<file path="src/rtl/bitmap_block_allocator_defines.svh">
// assertion macros shared by the bitmap allocator rtl
`ifndef BITMAP_BLOCK_ALLOCATOR_DEFINES_SVH
`define BITMAP_BLOCK_ALLOCATOR_DEFINES_SVH

// same-cycle implication, checked outside reset
`define BBA_ASSERT_IMPL(lbl, ante, cons) \
  lbl: assert property (@(posedge clk) disable iff (!rst_n) (ante) |-> (cons)) \
    else $error("bitmap allocator check failed");

// next-cycle implication, checked outside reset
`define BBA_ASSERT_NEXT(lbl, ante, cons) \
  lbl: assert property (@(posedge clk) disable iff (!rst_n) (ante) |=> (cons)) \
    else $error("bitmap allocator check failed");

`endif

</file>
<file path="src/rtl/bba_pkg.sv">
// types, constants and helper functions for the bitmap block allocator
package bba_pkg;

  // capacity and bitmap geometry
  localparam int MAX_BLOCKS  = 8192;
  localparam int WORD_BITS   = 32;
  localparam int NUM_WORDS   = (MAX_BLOCKS + WORD_BITS - 1) / WORD_BITS;
  localparam int WORD_IDX_W  = (NUM_WORDS > 1) ? $clog2(NUM_WORDS) : 1;
  localparam int BIT_IDX_W   = $clog2(WORD_BITS);
  localparam int BLK_IDX_W   = WORD_IDX_W + BIT_IDX_W;
  localparam int NUM_GRP     = WORD_BITS / 8;
  localparam int GRP_IDX_W   = (NUM_GRP > 1) ? $clog2(NUM_GRP) : 1;

  // field and register widths
  localparam int BLOCK_W     = 13;
  localparam int STATUS_W    = 2;
  localparam int CFG_W       = 14;
  localparam int CMP_W       = (BLK_IDX_W + 1 > CFG_W) ? BLK_IDX_W + 1 : CFG_W;
  localparam int APB_DATA_W  = 32;
  localparam int APB_ADDR_W  = 3;

  localparam logic [CFG_W-1:0]      TOTAL_RESET   = CFG_W'(8192);
  localparam logic [WORD_IDX_W-1:0] LAST_WORD     = WORD_IDX_W'(NUM_WORDS - 1);
  localparam logic [0:0]            REG_TOTAL_IDX = 1'b0;

  typedef enum logic [0:0] {
    ACT_ALLOC = 1'b0,
    ACT_FREE  = 1'b1
  } bba_action_t;

  typedef enum logic [STATUS_W-1:0] {
    ST_OK          = 2'd0,
    ST_FULL        = 2'd1,
    ST_DOUBLE_FREE = 2'd2,
    ST_RANGE       = 2'd3
  } bba_status_t;

  typedef struct packed {
    bba_action_t        action;
    logic [BLOCK_W-1:0] block_number;
  } bba_in_t;

  typedef struct packed {
    logic [BLOCK_W-1:0] allocated_block;
    bba_status_t        status;
  } bba_out_t;

  // bitmap memory access from the engine
  typedef struct packed {
    logic                  rd_en;
    logic [WORD_IDX_W-1:0] rd_addr;
    logic                  wr_en;
    logic [WORD_IDX_W-1:0] wr_addr;
    logic [WORD_BITS-1:0]  wr_data;
  } bba_mem_req_t;

  typedef struct packed {
    logic                 found;
    logic [BIT_IDX_W-1:0] idx;
  } bba_find_t;

  // lowest clear bit of a word: first the byte, then the bit inside it
  function automatic bba_find_t find_zero(logic [WORD_BITS-1:0] w);
    logic [NUM_GRP-1:0]   has_zero;
    logic [GRP_IDX_W-1:0] g;
    logic [7:0]           byte_v;
    logic [2:0]           b;
    bba_find_t            r;
    for (int gi = 0; gi < NUM_GRP; gi++) begin
      has_zero[gi] = ~&w[gi*8 +: 8];
    end
    g = '0;
    for (int gi = NUM_GRP - 1; gi >= 0; gi--) begin
      if (has_zero[gi]) g = GRP_IDX_W'(gi);
    end
    byte_v = w[g*8 +: 8];
    b = '0;
    for (int j = 7; j >= 0; j--) begin
      if (!byte_v[j]) b = 3'(j);
    end
    r.found = |has_zero;
    r.idx   = BIT_IDX_W'({g, b});
    return r;
  endfunction

endpackage

</file>
<file path="src/rtl/bba_engine.sv">
// request sequencer: word scan for allocate, read-modify-write for free
module bba_engine
  import bba_pkg::*;
(
  input  logic                 clk,
  input  logic                 rst_n,
  input  logic                 in_valid,
  output logic                 in_ready,
  input  bba_in_t              in_data,
  output logic                 out_valid,
  input  logic                 out_ready,
  output bba_out_t             out_data,
  input  logic [CFG_W-1:0]     total_blocks,
  output bba_mem_req_t         mem_req,
  input  logic [WORD_BITS-1:0] rd_word
);

  typedef enum logic [2:0] {
    S_IDLE = 3'b001,
    S_SCAN = 3'b010,
    S_FREE = 3'b100
  } bba_state_t;

  bba_state_t            state_r, state_nxt;
  logic [BLOCK_W-1:0]    blk_r, blk_nxt;
  logic [CMP_W-1:0]      limit_r, limit_nxt;
  logic [WORD_IDX_W-1:0] scan_idx_r, scan_idx_nxt;
  logic [WORD_IDX_W-1:0] hint_r, hint_nxt;
  logic                  out_valid_r, out_valid_nxt;
  bba_out_t              out_data_r, out_data_nxt;

  logic                  out_free;
  logic [CMP_W-1:0]      total_ext;
  logic [CMP_W-1:0]      in_blk_ext;
  logic [CMP_W-1:0]      blk_ext;
  logic [CMP_W-1:0]      base_ext;
  logic [CMP_W-1:0]      rem;
  logic [WORD_BITS-1:0]  beyond;
  logic [WORD_BITS-1:0]  masked_word;
  logic [WORD_BITS-1:0]  bit_mask;
  logic [WORD_IDX_W-1:0] blk_word;
  bba_find_t             fz;

  assign out_free   = !out_valid_r || out_ready;
  assign total_ext  = CMP_W'(total_blocks);
  assign in_blk_ext = CMP_W'(in_data.block_number);
  assign blk_ext    = CMP_W'(blk_r);
  assign blk_word   = blk_ext[BLK_IDX_W-1:BIT_IDX_W];
  assign bit_mask   = {{(WORD_BITS-1){1'b0}}, 1'b1} << blk_ext[BIT_IDX_W-1:0];
  assign base_ext   = CMP_W'({scan_idx_r, {BIT_IDX_W{1'b0}}});

  // bits of the current word at or above the block count count as used
  assign rem = limit_r - base_ext;
  always_comb begin
    for (int j = 0; j < WORD_BITS; j++) begin
      beyond[j] = CMP_W'(j) >= rem;
    end
  end
  assign masked_word = rd_word | beyond;
  assign fz          = find_zero(masked_word);

  // sequencer
  always_comb begin
    state_nxt     = state_r;
    blk_nxt       = blk_r;
    limit_nxt     = limit_r;
    scan_idx_nxt  = scan_idx_r;
    hint_nxt      = hint_r;
    out_valid_nxt = out_valid_r && !out_ready;
    out_data_nxt  = out_data_r;
    mem_req       = '0;
    unique case (state_r)
      S_IDLE: begin
        if (in_valid) begin
          limit_nxt = (total_ext > CMP_W'(MAX_BLOCKS)) ? CMP_W'(MAX_BLOCKS) : total_ext;
          blk_nxt   = in_data.block_number;
          mem_req.rd_en = 1'b1;
          if (in_data.action == ACT_ALLOC) begin
            mem_req.rd_addr = hint_r;
            scan_idx_nxt    = hint_r;
            state_nxt       = S_SCAN;
          end else begin
            mem_req.rd_addr = in_blk_ext[BLK_IDX_W-1:BIT_IDX_W];
            state_nxt       = S_FREE;
          end
        end
      end
      S_SCAN: begin
        if (base_ext >= limit_r) begin
          if (out_free) begin
            out_valid_nxt = 1'b1;
            out_data_nxt  = '{allocated_block: '0, status: ST_FULL};
            state_nxt     = S_IDLE;
          end
        end else if (fz.found) begin
          if (out_free) begin
            mem_req.wr_en   = 1'b1;
            mem_req.wr_addr = scan_idx_r;
            mem_req.wr_data = rd_word | ({{(WORD_BITS-1){1'b0}}, 1'b1} << fz.idx);
            out_valid_nxt   = 1'b1;
            out_data_nxt    = '{allocated_block: BLOCK_W'({scan_idx_r, fz.idx}),
                                status: ST_OK};
            state_nxt       = S_IDLE;
          end
        end else begin
          // every word below the hint is completely used
          if ((&rd_word) && (scan_idx_r == hint_r) && (scan_idx_r != LAST_WORD)) begin
            hint_nxt = scan_idx_r + 1'b1;
          end
          if (scan_idx_r == LAST_WORD) begin
            if (out_free) begin
              out_valid_nxt = 1'b1;
              out_data_nxt  = '{allocated_block: '0, status: ST_FULL};
              state_nxt     = S_IDLE;
            end
          end else begin
            mem_req.rd_en   = 1'b1;
            mem_req.rd_addr = scan_idx_r + 1'b1;
            scan_idx_nxt    = scan_idx_r + 1'b1;
          end
        end
      end
      S_FREE: begin
        if (out_free) begin
          out_valid_nxt = 1'b1;
          state_nxt     = S_IDLE;
          if (blk_ext >= limit_r) begin
            out_data_nxt = '{allocated_block: '0, status: ST_RANGE};
          end else if ((rd_word & bit_mask) == '0) begin
            out_data_nxt = '{allocated_block: '0, status: ST_DOUBLE_FREE};
          end else begin
            mem_req.wr_en   = 1'b1;
            mem_req.wr_addr = blk_word;
            mem_req.wr_data = rd_word & ~bit_mask;
            out_data_nxt    = '{allocated_block: '0, status: ST_OK};
            if (blk_word < hint_r) hint_nxt = blk_word;
          end
        end
      end
      default: begin
        state_nxt = S_IDLE;
      end
    endcase
  end

  always_ff @(posedge clk) begin
    if (!rst_n) begin
      state_r     <= S_IDLE;
      hint_r      <= '0;
      out_valid_r <= 1'b0;
    end else begin
      state_r     <= state_nxt;
      hint_r      <= hint_nxt;
      out_valid_r <= out_valid_nxt;
    end
  end

  // payload and per-request registers
  always_ff @(posedge clk) begin
    blk_r      <= blk_nxt;
    limit_r    <= limit_nxt;
    scan_idx_r <= scan_idx_nxt;
    out_data_r <= out_data_nxt;
  end

  assign in_ready  = (state_r == S_IDLE);
  assign out_valid = out_valid_r;
  assign out_data  = out_data_r;

endmodule

</file>
<file path="config.mk">
export PLATFORM = sky130hd
export DESIGN_NAME = bba_engine
export DESIGN_NICKNAME = d
export VERILOG_FILES = /design/src/rtl/bitmap_block_allocator_defines.svh /design/src/rtl/bba_pkg.sv /design/src/rtl/bba_engine.sv
export SDC_FILE = /design/constraint.sdc
export NUM_CORES = 1
export LEC_CHECK = 0
export ABC_AREA = 1
export BUFFER_PORTS_ARGS = -buffer_cell sky130_fd_sc_hd__buf_4
export CORE_AREA = 2 2 107 109
export CTS_CLUSTER_SIZE = 25
export DETAILED_ROUTE_END_ITERATION = 6
export DIE_AREA = 0 0 109 111
export GPL_ROUTABILITY_DRIVEN = 0
export HOLD_SLACK_MARGIN = 0.08
export PLACE_DENSITY = 0.95
export SLEW_MARGIN = 20
export SYNTH_ARGS = -nofsm -noshare
export SYNTH_HDL_FRONTEND = slang
export SYNTH_SLANG_ARGS = --single-unit
</file>
<file path="constraint.sdc">
create_clock -name clk -period 12.8 [get_ports clk]
set_clock_uncertainty 0.15 [all_clocks]
set_input_delay 0.64 -clock clk [delete_from_list [all_inputs] [get_ports clk]]
set_output_delay 0.64 -clock clk [all_outputs]
set_load 0.05 [all_outputs]
</file>
==> impl_metrics.tcl <==
set metrics [dict create \
    clockBufferDepth 2 \
    status "finished with violations" \
    synth-xor-area-share_pct 0.940 \
    synth_compound_area_share_pct 16.1 \
    peakVddDrop_mv 0.140 \
    die_w_um 109 \
    crit_path_top_delay_cell "inv_2" \
    drt_iter0_markers 1376 \
    finalNonFillerCells 1290 \
    final_cell_mix "nand2_1 (281), inv_1 (146), buf_4 (132), nor2_1 (95), nand3_1 (85)" \
    critPathMaxFanout 22 \
    cts_hold_buf 0 \
    report.final.slew_viol_count 0 \
    firstDrtPassIters 7 \
    grt_max_degree 38 \
    cts-resized-gates 0 \
    via_per_inst 6.24 \
    maxSlewHeadroom_pct 31.2 \
    final_common_cell "nand2_1" \
    multi_input_area_sq_um 4040 \
    ys_async_sr_fraction_pct 0 \
    ys_types 53 \
    synth_area_sq_um 6520 \
    yosysTopAreaCell "edfxtp_1" \
    failed_checks "design-rule violations" \
    cp_common_cell "nand2_1" \
    cts_max_level 3 \
    grt-ovfl-total 0 \
    cp.required_ps 12010 \
    postRouteWirelength_mm 22.8 \
    cp-start-kind "register" \
    cts_tree "built" \
    clk_latency_ps 330 \
    die_y_um 111 \
    synth_top_area_share_pct 23.0 \
    synth_simple_gate_area_share_pct 38.6 \
    ant_nets 0 \
    grt_pass1_wl_mm 36.2 \
    place_ws_ps 6500 \
    yosys_warnings 0 \
    numCtsBuffers 9 \
    pin_count 131 \
    synth_edf_count 50 \
    crit_start "scan_idx_r[0]" \
    postCtsSetupBuffers 0 \
    crit_path_end_kind "output pin" \
    vias 8045 \
    synth_top_family_by_area "simple AND/OR/NAND/NOR gates" \
    place_hpwl_mm 17.4 \
    synthMuxAreaShare_pct 0 \
    syn_area_per_cell_sq_um 6.29 \
    timing.rr.start "scan_idx_r[0]" \
    clkTransAtPathRegs_ps 60 \
    fillers 918 \
    drive_gt1_share_pct 16.1 \
    post-place-cells 1274 \
    finalSetupViolCount 0 \
    maxClockFrequency_ghz 0.144 \
    core_region_area_sq_um 11100 \
    cp_slowest_stage_delay_ps 540 \
    synthToLayoutAreaGrowth_pct 19.6 \
    powerDensity_nw_per_um2 156 \
    initial_core_util_pct 58.9 \
    p_leak_nw 3.73 \
    fin_crit_sh_pct 54.4 \
    cp.buffers_inverters 4 \
    cts.sinks 62 \
    min-delay-start "in_data[3]" \
    placed_area_sq_um 7530 \
    arrival_ps 6170 \
    seqCellArea_sq_um 1740 \
    ctsRootBufferMaster "clkbuf_16" \
    finalCriticalPeriod_ps 6960 \
    grt_usage_pct 37.9 \
    row_count 39 \
    ys_top_cells_by_area "edfxtp_1 (23%), nand2_1 (16%), inv_1 (8.4%), nand3_1 (6.5%), nor2_1 (5.6%)" \
    rsz0062_at_grt "false" \
    drc 1 \
    drv_cap 0 \
    post_drt_wl_per_cell_um 17.7 \
    syn_inst 1037 \
    synth_flop_cell "edfxtp_1" \
    synthAdderAreaFrac_pct 5.87 \
    diodes 0 \
    ys_seq_area_share_pct 26.7 \
    antenna_found_initial 0 \
    layout.nets 1236 \
    critPathTopFamily "simple AND/OR/NAND/NOR gates" \
    ys_ff_latch 62 \
    setup_slack_ps 5840 \
    grt_pass1_vias 7462 \
    portBuffers 130 \
    final_area_sq_um 7800 \
    worst_pin_slew_ps 1030 \
    timing.setup.tns_ps 0 \
    synth_nets 1131 \
    min_path_type "input pin to register" \
    critPathKind "register to output pin" \
    dieArea_sq_um 12100 \
    hold_violations 0 \
]
[metrics by stage]
step / hold slack (ps) / utilization, % / total power [mW]
final: 331 / 70.4 / 1.22
after global routing: 328 / 70.4 / 1.29
after CTS: 328 / 70.3 / 1.19
after detailed placement: 375 / 68.0 / 0.974
after global placement: 354 / 68.0 / 0.947
after floorplan: 315 / - / 0.795
[cell type report]
type	count	area share (%)
inverters	156	7.56
clock buffers	11	2.98
clock inverters	5	0.337
well taps	143	2.29
multi-input cells	781	51.8
repair buffers	132	12.7
flip-flops and latches	62	22.3
[Yosys cell counts, types with 6 or more instances]
| library cell | number |
|---|---|
| a21oi_1 | 39 |
| clkbuf_1 | 25 |
| dfxtp_1 | 12 |
| edfxtp_1 | 50 |
| ha_1 | 29 |
| inv_1 | 146 |
| nand2_1 | 281 |
| nand3_1 | 85 |
| nand4_1 | 45 |
| nor2_1 | 97 |
| nor2_2 | 7 |
| nor3_1 | 14 |
| nor4_1 | 15 |
| o211ai_1 | 6 |
| o21ai_0 | 70 |
| o21ai_1 | 19 |
| o21bai_1 | 6 |
| o22ai_1 | 14 |
| xor2_1 | 7 |
[cell families (layout without fill, tap and decap cells)]
group	after synthesis	after routing
compound gates	181	181
fa+ha+maj	30	30
flops	62	62
buf+inv	194	304
simple gates	563	563
xor+xnor	7	7
[power breakdown]
| group | switching (mW) | internal, mW |
|---|---|---|
| logic | 0.473 | 0.195 |
| clock network | 0.0865 | 0.129 |
| registers | 0.0526 | 0.280 |
| total | 0.613 | 0.604 |
[registers in the layout, summed over array words and instances (netlist names)]
register,flops
hint_r,8
limit_r,14
scan_idx_r,8
out_valid,1
out_data,15
state_r,3
blk_r,13
[worst paths after layout]
| kind | endpoint | slack, ps | cells after the start |
|---|---|---|---|
| setup reg to reg | out_data[2] | 7380 | 26 |
| hold reg to reg | state_r[2] | 400 | 2 |
| hold / removal | blk_r[3] | 330 | 1 |
| setup / recovery | mem_req[10] | 5840 | 28 |
[worst reg2reg max path: stages (launching register included)]
cell and delay [ps]:
edfxtp_1 470, ha_1 260, fa_1 400, inv_1 110, nand3_1 120, nand2_1 120
nand2_1 70, nand3_1 70, nand2_1 60, nor2_2 380, nand3_4 330, o21ai_0 300
nand2_1 80, nor2_1 140, nand2_1 100, nor2_1 140, nand2_1 470, inv_2 540
nand3_1 160, nand2_1 140, nand2_1 70, nand2_1 50, nand2_1 50, nand2_1 70
nand2_1 90, nand2_2 150, a21oi_1 80
[routing by layer]
metal  vias to the layer above  share of wire, %  GRT usage [%]
li1                       3687                 -              -
met1                      3516                35           46.4
met2                       673                46           60.4
met3                       169                13           9.35
met4                         0               6.7           20.4
met5                         -                 0              0
Note: power is estimated with default switching activity, not from simulation.
